`config.mk`:
```
export PLATFORM = sky130hd
export DESIGN_NAME = pixel_to_rgba_premultiply
export DESIGN_NICKNAME = d
export VERILOG_FILES = /design/src/rtl/p2rgba_pkg.sv /design/src/rtl/pixel_to_rgba_premultiply.sv /design/src/rtl/p2rgba_convert.sv
export SDC_FILE = /design/constraint.sdc
export NUM_CORES = 1
export LEC_CHECK = 0
export ABC_AREA = 1
export CAP_MARGIN = 10
export CORE_UTILIZATION = 65
export CTS_CLUSTER_SIZE = 16
export DETAILED_ROUTE_END_ITERATION = 10
export DONT_BUFFER_PORTS = 1
export PLACE_DENSITY = 0.87
export SLEW_MARGIN = 15
export SYNTH_ARGS = -nofsm -noshare
export SYNTH_HDL_FRONTEND = slang
export SYNTH_SLANG_ARGS = --single-unit
```
`constraint.sdc`:
```
create_clock -name clk -period 5.75 [get_ports clk]
set_input_delay 0.2875 -clock clk [delete_from_list [all_inputs] [get_ports clk]]
set_output_delay 0.2875 -clock clk [all_outputs]
set_load 0.05 [all_outputs]
```
`src/rtl/p2rgba_pkg.sv`:
```
// Package: shared types, format codes and widening tables for the pixel converter.
`timescale 1ns / 1ps
`default_nettype none

package p2rgba_pkg;

    // Source format codes, as written to the format register.
    typedef logic [2:0] fmt_t;

    localparam fmt_t FMT_RGBA8888 = 3'd0;
    localparam fmt_t FMT_BGRA8888 = 3'd1;
    localparam fmt_t FMT_RGB565   = 3'd2;
    localparam fmt_t FMT_RGB888   = 3'd3;
    localparam fmt_t FMT_ALPHA8   = 3'd4;

    localparam logic [7:0] CHAN_MAX = 8'd255;
    localparam int Chan5Max = 31;
    localparam int Chan6Max = 63;

    // One converted pixel, before the row mark is attached.
    typedef struct packed {
        logic [7:0] red;
        logic [7:0] green;
        logic [7:0] blue;
        logic [7:0] alpha;
        logic       format_error;
    } rgba_t;

    typedef logic [7:0] widen5_tab_t [32];
    typedef logic [7:0] widen6_tab_t [64];

    function automatic widen5_tab_t build_widen5();
        widen5_tab_t tab;
        for (int i = 0; i < 32; i++) begin
            tab[i] = 8'((i * 255) / Chan5Max);
        end
        return tab;
    endfunction

    function automatic widen6_tab_t build_widen6();
        widen6_tab_t tab;
        for (int i = 0; i < 64; i++) begin
            tab[i] = 8'((i * 255) / Chan6Max);
        end
        return tab;
    endfunction

    // Truncated c*255/31 and c*255/63, built at elaboration.
    localparam widen5_tab_t WIDEN5 = build_widen5();
    localparam widen6_tab_t WIDEN6 = build_widen6();

    // Truncated c*a/255. The product is below 65536, where
    // (p + (p >> 8) + 1) >> 8 equals floor(p / 255) exactly.
    function automatic logic [7:0] premul_f(input logic [7:0] c, input logic [7:0] a);
        logic [15:0] prod;
        logic [15:0] sum;
        prod = 16'(c) * 16'(a);
        sum  = prod + {8'd0, prod[15:8]} + 16'd1;
        return sum[15:8];
    endfunction

endpackage

`default_nettype wire

```
`src/rtl/pixel_to_rgba_premultiply.sv`:
```
// Top level of the pixel format converter to premultiplied RGBA8888.
`timescale 1ns / 1ps
`default_nettype none

// Converts one source pixel word per clock into an RGBA8888 pixel with
// premultiplied alpha. A word is taken at each rising edge where start is
// high; busy is always low, so a new word may be offered in every cycle and
// the block sustains one pixel per clock. Each result passes through the input
// register and the result register, and is held for exactly one cycle with
// done high; the receiver cannot stall it and must take it in that cycle. The
// format decode, the 8x8 channel multiplies and the divide-by-255 shift-add
// lie between the input register and the result register. The source format
// is set through the APB port at byte address 0 (0 RGBA8888, 1 BGRA8888,
// 2 RGB565, 3 RGB888, 4 ALPHA8); the other codes give zero channels with
// format_error set. The format travels with each word, but it should only be
// changed while no words are in flight. RGBA8888 and BGRA8888 are
// premultiplied as c*a/255, truncated; RGB565 channels are widened with
// c*255/31 or c*255/63, truncated. The row_end mark comes out unchanged in
// row_end_out alongside its pixel.
module pixel_to_rgba_premultiply (
    input  wire logic        clk,
    input  wire logic        rst_n,
    // Command channel
    input  wire logic        start,
    output logic             busy,
    input  wire logic [31:0] pixel_word,
    input  wire logic        row_end,
    // Result channel
    output logic             done,
    output logic [7:0]       red,
    output logic [7:0]       green,
    output logic [7:0]       blue,
    output logic [7:0]       alpha,
    output logic             format_error,
    output logic             row_end_out,
    // APB configuration port
    input  wire logic        psel,
    input  wire logic        penable,
    input  wire logic        pwrite,
    input  wire logic [2:0]  paddr,
    input  wire logic [31:0] pwdata,
    output logic [31:0]      prdata,
    output logic             pready
);
    import p2rgba_pkg::*;

    // Word address of the format register.
    localparam logic REG_SOURCE_FORMAT = 1'b0;

    fmt_t        fmt_reg;
    fmt_t        fmt_next;
    logic        cfg_write;

    logic        accept;
    logic        in_valid_reg;
    logic [31:0] pixel_reg;
    logic        row_end_reg;
    fmt_t        in_fmt_reg;

    rgba_t       conv_pixel;
    logic        done_reg;
    rgba_t       res_reg;
    logic        row_end_out_reg;

    // ------------------------------------------------------------------
    // Configuration register. Writes land on the access phase; words above
    // the register map are ignored and read back as zero.
    // ------------------------------------------------------------------
    assign pready    = 1'b1;
    assign cfg_write = psel && penable && pwrite && (paddr[2] == REG_SOURCE_FORMAT);

    always_comb
    begin
        fmt_next = fmt_reg;
        if (cfg_write)
        begin
            fmt_next = pwdata[2:0];
        end
    end

    always_ff @(posedge clk or negedge rst_n)
    begin
        if (!rst_n)
        begin
            fmt_reg <= FMT_RGBA8888;
        end
        else
        begin
            fmt_reg <= fmt_next;
        end
    end

    always_comb
    begin
        prdata = 32'd0;
        if (paddr[2] == REG_SOURCE_FORMAT)
        begin
            prdata = {29'd0, fmt_reg};
        end
    end

    // ------------------------------------------------------------------
    // Input register. The block never stalls, so every start is a word.
    // ------------------------------------------------------------------
    assign busy   = 1'b0;
    assign accept = start && !busy;

    always_ff @(posedge clk or negedge rst_n)
    begin
        if (!rst_n)
        begin
            in_valid_reg <= 1'b0;
        end
        else
        begin
            in_valid_reg <= accept;
        end
    end

    always_ff @(posedge clk)
    begin
        if (accept)
        begin
            pixel_reg   <= pixel_word;
            row_end_reg <= row_end;
            in_fmt_reg  <= fmt_reg;
        end
    end

    // ------------------------------------------------------------------
    // Conversion between the input and result registers.
    // ------------------------------------------------------------------
    p2rgba_convert u_convert (
        .pixel_word (pixel_reg),
        .fmt        (in_fmt_reg),
        .pixel      (conv_pixel)
    );

    // ------------------------------------------------------------------
    // Result register: one cycle of done per converted word.
    // ------------------------------------------------------------------
    always_ff @(posedge clk or negedge rst_n)
    begin
        if (!rst_n)
        begin
            done_reg <= 1'b0;
        end
        else
        begin
            done_reg <= in_valid_reg;
        end
    end

    always_ff @(posedge clk)
    begin
        if (in_valid_reg)
        begin
            res_reg         <= conv_pixel;
            row_end_out_reg <= row_end_reg;
        end
    end

    assign done         = done_reg;
    assign red          = res_reg.red;
    assign green        = res_reg.green;
    assign blue         = res_reg.blue;
    assign alpha        = res_reg.alpha;
    assign format_error = res_reg.format_error;
    assign row_end_out  = row_end_out_reg;

endmodule

`default_nettype wire

```
`src/rtl/p2rgba_convert.sv`:
```
// Combinational conversion of one source word into a premultiplied RGBA pixel.
`timescale 1ns / 1ps
`default_nettype none

module p2rgba_convert (
    input  wire logic [31:0]       pixel_word,
    input  wire p2rgba_pkg::fmt_t  fmt,
    output p2rgba_pkg::rgba_t      pixel
);
    import p2rgba_pkg::*;

    logic [7:0] b0;
    logic [7:0] b1;
    logic [7:0] b2;
    logic [7:0] b3;

    assign b0 = pixel_word[7:0];
    assign b1 = pixel_word[15:8];
    assign b2 = pixel_word[23:16];
    assign b3 = pixel_word[31:24];

    always_comb
    begin
        pixel = '0;
        case (fmt)
            FMT_RGBA8888:
            begin
                pixel.alpha = b3;
                pixel.red   = premul_f(b0, b3);
                pixel.green = premul_f(b1, b3);
                pixel.blue  = premul_f(b2, b3);
            end
            FMT_BGRA8888:
            begin
                pixel.alpha = b3;
                pixel.red   = premul_f(b2, b3);
                pixel.green = premul_f(b1, b3);
                pixel.blue  = premul_f(b0, b3);
            end
            FMT_RGB565:
            begin
                pixel.red   = WIDEN5[pixel_word[15:11]];
                pixel.green = WIDEN6[pixel_word[10:5]];
                pixel.blue  = WIDEN5[pixel_word[4:0]];
                pixel.alpha = CHAN_MAX;
            end
            FMT_RGB888:
            begin
                pixel.red   = b0;
                pixel.green = b1;
                pixel.blue  = b2;
                pixel.alpha = CHAN_MAX;
            end
            FMT_ALPHA8:
            begin
                pixel.red   = b0;
                pixel.green = b0;
                pixel.blue  = b0;
                pixel.alpha = b0;
            end
            default:
            begin
                pixel.format_error = 1'b1;
            end
        endcase
    end

endmodule

`default_nettype wire

```
# Word level (Yosys, flattened, before mapping)
# Memories as Yosys holds them, arrays and structs flattened.
# Cells that the tools add are included.
dict set report classes {
  n_eq_ne 4
  addsub 6
  order_cmp 3
  n_mux 9
  reduce_logical 5
  bitwise_logic 4
  n_mul 3
}
# op count
set op_table {}
lappend op_table {{32-bit one-hot mux with 5 select lines} 1}
lappend op_table {{16-bit by 1-bit adder with 16-bit output (second input constant)} 3}
lappend op_table {{16-bit by 8-bit adder with 16-bit output} 3}
lappend op_table {{8-bit by 8-bit multiplier with 16-bit output} 3}
lappend op_table {{8-bit two-way mux} 6}
lappend op_table {{6-bit >= comparator (second input constant)} 2}
lappend op_table {{5-bit NOT with 6-bit output} 2}
lappend op_table {{7-bit >= comparator (second input constant)} 1}
lappend op_table {{6-bit NOT with 7-bit output} 1}
lappend op_table {{3-bit by 2-bit == test with 1-bit output (second input constant)} 2}
lappend op_table {{5-bit OR reduction} 1}
lappend op_table {{3-bit by 1-bit == test with 1-bit output (second input constant)} 1}
lappend op_table {{3-bit == test (second input constant)} 1}
lappend op_table {{1-bit logical AND} 3}
lappend op_table {{3-bit logical NOT} 1}
lappend op_table {{3-bit two-way mux} 1}
lappend op_table {{1-bit two-way mux} 1}
lappend op_table {{1-bit NOT} 1}
dict set report word_totals {
  mem_bits_ro 1024
  ff_bits 75
  memories 3
  out_inout_bits 69
}
# name words word_bits rd rd_ports_with_merged_regs wr line_no
set memory_table {}
lappend memory_table {{(no name shown)} 64 8 1 0 0 p2rgba_convert.sv:43} ;# pixel.green = WIDEN6[pixel_word[10:5]];
lappend memory_table {{(no name shown)} 32 8 1 0 0 p2rgba_convert.sv:44} ;# pixel.blue = WIDEN5[pixel_word[4:0]];
lappend memory_table {{(no name shown)} 32 8 1 0 0 p2rgba_convert.sv:42} ;# pixel.red = WIDEN5[pixel_word[15:11]];

# Depth between registers and ports, before layout
# Gate-level depths: netlist of run 1.
dict set report depth {
  word_depth 5
  mapped_depth 35
}

# Modules after synthesis
# A second synthesis of run 1 with hierarchy kept.
dict set report hier_totals {
  cells_unflattened 1766
  hier_area_um2 12279.3
}
# mod cells_per_inst area_per_inst_um2 n_inst
set by_module_without_submodules {}
lappend by_module_without_submodules {p2rgba_convert 1638 9728.1 1}
lappend by_module_without_submodules {pixel_to_rgba_premultiply 128 2551.2 1}

# Worst setup path after synthesis of run 1
# Ideal clock, no wire load.
dict set report synth_timing {
  path_kind {register to register}
  startpoint {register pixel_reg[26]}
  endpoint {register res_reg, in the netlist blue[1] (data pin)}
  arrival_time_ns 5.066
  path_buffers 2
  slack_ns 0.421
  period_less_slack_ns 5.329
  path_stages_with_launch 30
  path_cell_list {edfxtp_1 > clkbuf_1 > clkbuf_1 > nand2_1 > fa_1 > fa_1 > inv_1 > fa_1 > inv_1 > fa_1 > inv_1 > ha_1 > a21oi_1 > nor2_1 > nor2_1 > nand2_1 > nand2_1 > nand2_1 > ha_1 > nand2_1 > inv_1 > nand2_1 > nand2_1 > nand2_1 > o21bai_1 > nand2_1 > nand3_1 > nand3_1 > nand3_1 > nand3_1}
}
# item line_no
set synth_rtl {}
lappend synth_rtl {{start, declared} pixel_to_rgba_premultiply.sv:56} ;# logic [31:0] pixel_reg;
lappend synth_rtl {{start signal, assigned} pixel_to_rgba_premultiply.sv:124} ;# pixel_reg <= pixel_word;
lappend synth_rtl {{end signal, assigned} pixel_to_rgba_premultiply.sv:158} ;# res_reg <= conv_pixel;
lappend synth_rtl {{end, declared} pixel_to_rgba_premultiply.sv:62} ;# rgba_t res_reg;

==> results.json, run 1 <==
{
  "hp-start": "pixel_word[0]",
  "synthTopCellsByArea": "sky130_fd_sc_hd__fa_1 18%, sky130_fd_sc_hd__edfxtp_1 17%, sky130_fd_sc_hd__nand2_1 15%",
  "hp-class": "in -> reg",
  "cts-buffers-inserted": 9,
  "die-area_um2": 19300,
  "synthDominantAreaCellType": "sky130_fd_sc_hd__fa_1",
  "clk_latency_ns": 0.36,
  "largest_register_ffs": 32,
  "clock_sink_count": 75,
  "worst_ep_required_time_ns": 5.82,
  "globalplace.congestion": 0.992,
  "crit_path_capture_type": "flop",
  "final.period_utilization_pct": 97.5,
  "postLayoutCoreUtil_pct": 73.8,
  "synth_cells": 1761,
  "met3WireLength_mm": 3.53,
  "clock_tree_root": "sky130_fd_sc_hd__clkbuf_16",
  "clock_tree.buffer_depth": 2,
  "crit_type": "reg -> reg",
  "cpMaxStageDelayCell": "sky130_fd_sc_hd__edfxtp_1",
  "chipHeight_um": 139,
  "grt_pass1_wl_mm": 51.6,
  "drt-total-wl_mm": 34.0,
  "chipWidth_um": 139,
  "critPathMaxStageDelay_ns": 0.55,
  "antenna_left": 0,
  "largest_net_degree_at_the_start_of_global_routing": 38,
  "rr_worst_depth": 28,
  "timing.final.max_slew_violations": 0,
  "design.core.area_um2": 18200,
  "topRoutingLayerUsed": "met5",
  "yosysWarnings": 0,
  "clock_skew_ns": 0.0147,
  "synth-main-ff-cell": "sky130_fd_sc_hd__edfxtp_1",
  "placement_rows": 49,
  "met2RoutedLength_mm": 16.1,
  "worst_hold_path.endpoint": "pixel_reg[0]$_DFFE_PP_",
  "critical_path_arrival_ns": 5.68,
  "detailed_place_hpwl_mm": 25.4,
  "setup-tns-final_ns": 0,
  "worst_max_slew_margin_expressed_relative_to_the_limit_pct": 22.7,
  "fin_ws_ns": 0.144,
  "final.min_clock_period_ns": 5.61,
  "seq_area_frac_synth_pct": 18.2,
  "syn_avg_cell_area_um2": 6.94,
  "fin_nets": 2117,
  "via_count": 11600,
  "wl_met1_mm": 12.4,
  "drt_pass1_iterations": 10,
  "grt_pass1_vias": 11000,
  "fraction_of_post_synthesis_cell_area_in_the_top_cell_type_by_area_pct": 17.7,
  "synth-edff-count": 70,
  "fillerInstances": 1317,
  "worst_reg2reg_startpoint": "pixel_reg[21]$_DFFE_PP_",
  "ys_async_sr_fraction_pct": 6.67,
  "buffer_ports.inserted": 0,
  "vias_per_cell": 5.67,
  "reg2reg_to": "red[1]$_DFFE_PP_",
  "violations_in_the_final_reports": "design-rule violations",
  "clock_tree_from_tritoncts": "built",
  "finalInstanceArea_um2": 13400,
  "initial_core_util_pct": 67.1,
  "post_dp_cell_area_um2": 12700,
  "ioPinCount": 143,
  "cts_htree_levels": 3,
  "outcome": "complete, but fails checks",
  "routed_wire_length_per_instance_um": 16.6,
  "antenna_found_initial": 2,
  "setup_viol": 0,
  "finalHoldViolations": 0,
  "synth.lib_cells_used.distinct": 46,
  "drcViolationCount": 2,
  "maxcap_viol_count": 0,
  "dpl_worst_slack_ns": 0.116,
  "grtUsageTotal_pct": 33.7,
  "clk_pin_slew_ns": 0.07,
  "drive_above_1_share_pct": 9.80,
  "reg2reg_slack_ns": 0.14,
  "drt_first_iter_violations": 1093,
  "yosys_register_bits": 75,
  "grt_remaining_overflow": 0,
  "fmaxAchievable_mhz": 178,
  "timing.critical_path.from_type": "flop",
  "holdPathStages": 0,
  "timing_worst_slew_pin_value_ns": 1.15,
  "crit_fanout": 7,
  "syn_to_final_growth_pct": 10.1,
  "synth_area_um2": 12200,
  "cp_common_cell": "sky130_fd_sc_hd__nand2_1"
}
-- what timing repair did --
item / in CTS / in global routing
buffers inserted: 0 / 28
endpoints found under the hold margin: 6 / 0
hold buffers: 2 / 0
endpoints found under the setup margin: 0 / 24
gates resized for setup: 0 / 51
-- area by class of cell --
| type | count | area [um2] | share of cell area (%) |
|---|---|---|---|
| multi-input cells | 1184 | 8210 | 61.1 |
| flip-flops and latches | 75 | 2230 | 16.6 |
| inverters | 446 | 1670 | 12.5 |
| repair buffers | 96 | 769 | 5.72 |
| well taps | 229 | 287 | 2.13 |
| clock buffers | 11 | 233 | 1.73 |
| clock inverters | 5 | 37.5 | 0.279 |
| diodes | 1 | 2.50 | 0.0186 |
-- worst max-delay path, delay by kind of cell, from the launching register on --
family	cells	cell delay (ns)
compound gates	1	0.13
simple gates	16	1.57
fa+ha+maj	6	2.64
flops	1	0.55
buf+inv	5	0.43
-- cell usage in the layout, fill, tap and decap left out, types with 13 or more instances in the layout --
| cell type | count |
|---|---|
| sky130_fd_sc_hd__nand2_1 | 487 |
| sky130_fd_sc_hd__inv_1 | 440 |
| sky130_fd_sc_hd__nand3_1 | 139 |
| sky130_fd_sc_hd__ha_1 | 114 |
| sky130_fd_sc_hd__fa_1 | 108 |
| sky130_fd_sc_hd__buf_4 | 89 |
| sky130_fd_sc_hd__nor2_1 | 75 |
| sky130_fd_sc_hd__edfxtp_1 | 70 |
| sky130_fd_sc_hd__a21oi_1 | 44 |
| sky130_fd_sc_hd__o21ai_0 | 33 |
| sky130_fd_sc_hd__conb_1 | 31 |
| sky130_fd_sc_hd__nand4_1 | 19 |
| sky130_fd_sc_hd__nor3_1 | 13 |
| sky130_fd_sc_hd__nand3_2 | 13 |
-- logic make-up (layout without fill, tap and decap cells) --
logic type / Yosys count / in the layout / share of synthesized area (%)
adders and majority gates: 231 / 231 / 30.3
other: 2 / 32 / 0.0615
AOI/OAI and AO/OA: 123 / 123 / 5.65
and+or+nand+nor: 781 / 781 / 26.9
DFF: 75 / 75 / 18.2
xor gates and xnor gates: 18 / 18 / 1.59
buffers and inverters: 531 / 558 / 17.3
-- metrics by stage --
stage / hold slack (ns) / std cells
after floorplan: -0.00809 / 1790
after global placement: -0.00800 / 1999
after detailed placement: -0.00794 / 1999
after CTS: 0.0122 / 2017
after global routing: 0.0118 / 2047
final: 0.0183 / 2047
-- synthesized netlist by cell type (all sizes together), types with 19 or more instances --
| master | count |
|---|---|
| buf | 36 |
| ha | 123 |
| o21ai | 40 |
| nand4 | 19 |
| a21oi | 55 |
| nor2 | 83 |
| nand3 | 152 |
| fa | 108 |
| inv | 446 |
| edfxtp | 70 |
| clkbuf | 49 |
| nand2 | 499 |
-- how the worst max path moves through the flow --
| stage | startpoint | endpoint | slack (ns) |
|---|---|---|---|
| floorplan | pixel_reg[26]$_DFFE_PP_ | blue[1]$_DFFE_PP_ | 0.42 |
| finish | pixel_reg[21]$_DFFE_PP_ | red[1]$_DFFE_PP_ | 0.14 |
| CTS | pixel_reg[29]$_DFFE_PP_ | green[4]$_DFFE_PP_ | 0.08 |
| detailed placement | pixel_reg[26]$_DFFE_PP_ | red[6]$_DFFE_PP_ | 0.12 |
| global placement | pixel_reg[29]$_DFFE_PP_ | red[0]$_DFFE_PP_ | 0.20 |
| global route | pixel_reg[26]$_DFFE_PP_ | red[0]$_DFFE_PP_ | -0.12 |
-- layer usage --
layer	global-route usage [%]	up-vias
met5	0	-
li1	-	5418
met3	7.08	161
met2	56.5	725
met1	41.3	5309
met4	16.7	2
Power of run 1 is not shown: default switching activity piles up to over one toggle a cycle in this logic, so the estimate is an artifact.
==> run 2, diff against run 1 <==
Settings changed: REMOVE_ABC_BUFFERS from default to 1, SLEW_MARGIN 15 to default.
==> run 2 against run 1 <==
Largest cell class unchanged. Utilization shrank 1.2 points. Register-to-register slack gained 0.07 ns. Flip-flop and latch count is the same. Sequential share of layout area grew 0.27 points. Final cell count shrank 1.2%. The run still ends with design-rule violations left. Cell area shrank 1.6%. Routed wire length shrank 6.0%.
==> results.json, run 2 (same netlist as run 1, synthesis figures left out) <==
{
  "maxcap_viol_count": 0,
  "drcViolationCount": 14,
  "largest_register_ffs": 32,
  "critPathMaxStageDelay_ns": 0.52,
  "most_common_cell_after_layout_fill_and_taps_aside": "sky130_fd_sc_hd__nand2_1",
  "detailed_place_hpwl_mm": 24.6,
  "globalplace.congestion": 1.01,
  "clock_tree.buffer_depth": 2,
  "mostFrequentLayoutCells": "490 x sky130_fd_sc_hd__nand2_1, 440 x sky130_fd_sc_hd__inv_1, 137 x sky130_fd_sc_hd__nand3_1",
  "clock_tree_root": "sky130_fd_sc_hd__clkbuf_16",
  "fmaxAchievable_mhz": 181,
  "drt-total-wl_mm": 32.0,
  "hp-class": "in -> reg",
  "violations_in_the_final_reports": "design-rule violations",
  "drt_pass1_iterations": 10,
  "cts_htree_levels": 3,
  "worst_reg2reg_startpoint": "pixel_reg[26]$_DFFE_PP_",
  "postLayoutCoreUtil_pct": 72.6,
  "grtUsageTotal_pct": 32.7,
  "outcome": "complete, but fails checks",
  "antenna_left": 0,
  "holdPathStages": 0,
  "clock_sink_count": 75,
  "ioPinCount": 143,
  "final.min_clock_period_ns": 5.53,
  "placement_rows": 49,
  "finalHoldViolations": 0,
  "final.period_utilization_pct": 96.2,
  "syn_to_final_growth_pct": 8.28,
  "clk_latency_ns": 0.36,
  "clock_tree_from_tritoncts": "built",
  "worst_ep_required_time_ns": 5.85,
  "setup_viol": 0,
  "rr_worst_depth": 26,
  "fin_nets": 2093,
  "timing_worst_slew_pin_value_ns": 1.15,
  "reg2reg_to": "green[0]$_DFFE_PP_",
  "worst_hold_path.endpoint": "pixel_reg[15]$_DFFE_PP_",
  "design.core.area_um2": 18200,
  "buffer_ports.inserted": 0,
  "cpMaxStageDelayCell": "sky130_fd_sc_hd__fa_1",
  "worstSetupStartpoint": "pixel_reg[26]$_DFFE_PP_",
  "clk_pin_slew_ns": 0.07,
  "clock_skew_ns": 0.0116,
  "worst_hold_slack_ns": 0.0183,
  "grt_remaining_overflow": 0,
  "via_count": 11200,
  "cp_common_cell": "sky130_fd_sc_hd__nand2_1",
  "hp-start": "pixel_word[15]",
  "crit_path_capture_type": "flop",
  "drive_above_1_share_pct": 8.14,
  "chipHeight_um": 139,
  "routed_wire_length_per_instance_um": 15.8,
  "crit_fanout": 5,
  "die-area_um2": 19300,
  "setup-tns-final_ns": 0,
  "grt_pass1_vias": 10800,
  "vias_per_cell": 5.53,
  "antenna_found_initial": 1,
  "timing.final.max_slew_violations": 0,
  "reg2reg_slack_ns": 0.22,
  "initial_core_util_pct": 67.1,
  "crit_type": "reg -> reg",
  "timing.critical_path.from_type": "flop",
  "grt_pass1_wl_mm": 50.0,
  "largest_net_degree_at_the_start_of_global_routing": 38,
  "cts-buffers-inserted": 9,
  "finalInstanceArea_um2": 13200,
  "chipWidth_um": 139,
  "drt_first_iter_violations": 960,
  "post_dp_cell_area_um2": 12600,
  "critical_path_arrival_ns": 5.63,
  "worst_max_slew_margin_expressed_relative_to_the_limit_pct": 22.9
}
## run 2: changes by cell type in the layout (fill, tap and decap cells not counted), sizes merged
| cell | before | now |
|---|---|---|
| buf | 92 | 70 |
| clkbuf | 13 | 9 |
| inv | 447 | 450 |
| clkinv | 2 | 1 |
## run 2: metrics by stage
stage | cells | setup WS [ns]
finish | 2023 | 0.217
global route | 2022 | -0.0278
CTS | 2004 | 0.0328
detailed placement | 1986 | 0.0636
global placement | 1986 | 0.165
floorplan | 1705 | 0.477
## run 2: repair_timing
action | 4_1_cts | 5_1_grt
endpoints found under the hold margin | 6 | 0
endpoints found under the setup margin | 0 | 24
hold buffers | 2 | 0
gates resized for setup | 0 | 35
setup buffers | 0 | 18
## run 2: worst max-delay path, delay by kind of cell, from the launching register on
family / cells / cell delay (ns)
flip-flops: 1 / 0.39
AND/OR/NAND/NOR: 10 / 0.88
buffers and inverters: 6 / 0.57
adder cells (fa/ha/maj): 6 / 2.72
AO/OA/AOI/OAI: 4 / 0.71
## run 2: final cells by class
| type | instances | area (um2) |
|---|---|---|
| Multi-Input combinational cell | 1184 | 8150 |
| Fill cell | 1392 | 4980 |
| Sequential cell | 75 | 2230 |
| Inverter | 446 | 1670 |
| Timing Repair Buffer | 72 | 599 |
| Tap cell | 229 | 287 |
| Clock buffer | 9 | 225 |
| Clock inverter | 7 | 57.6 |
| Antenna cell | 1 | 2.50 |
## run 2: worst max path at each step
stage                               endpoint  depth (start not counted)
after floorplan             red[1]$_DFFE_PP_                         27
final                     green[0]$_DFFE_PP_                         26
after global placement      red[2]$_DFFE_PP_                         26
after detailed placement    red[2]$_DFFE_PP_                         25
after global routing       blue[3]$_DFFE_PP_                         31
after CTS                   red[2]$_DFFE_PP_                         25
## run 2: layer usage
metal,wire (um),part of all wire [%],GRT usage [%],vias up
li1,-,-,-,5362
met1,12400,39,39.7,5183
met2,15600,49,56.4,532
met3,2610,8.1,6.56,111
met4,1280,4.0,13.9,2
met5,13,0.041,0,-
Power of run 2 is left out for the same reason.
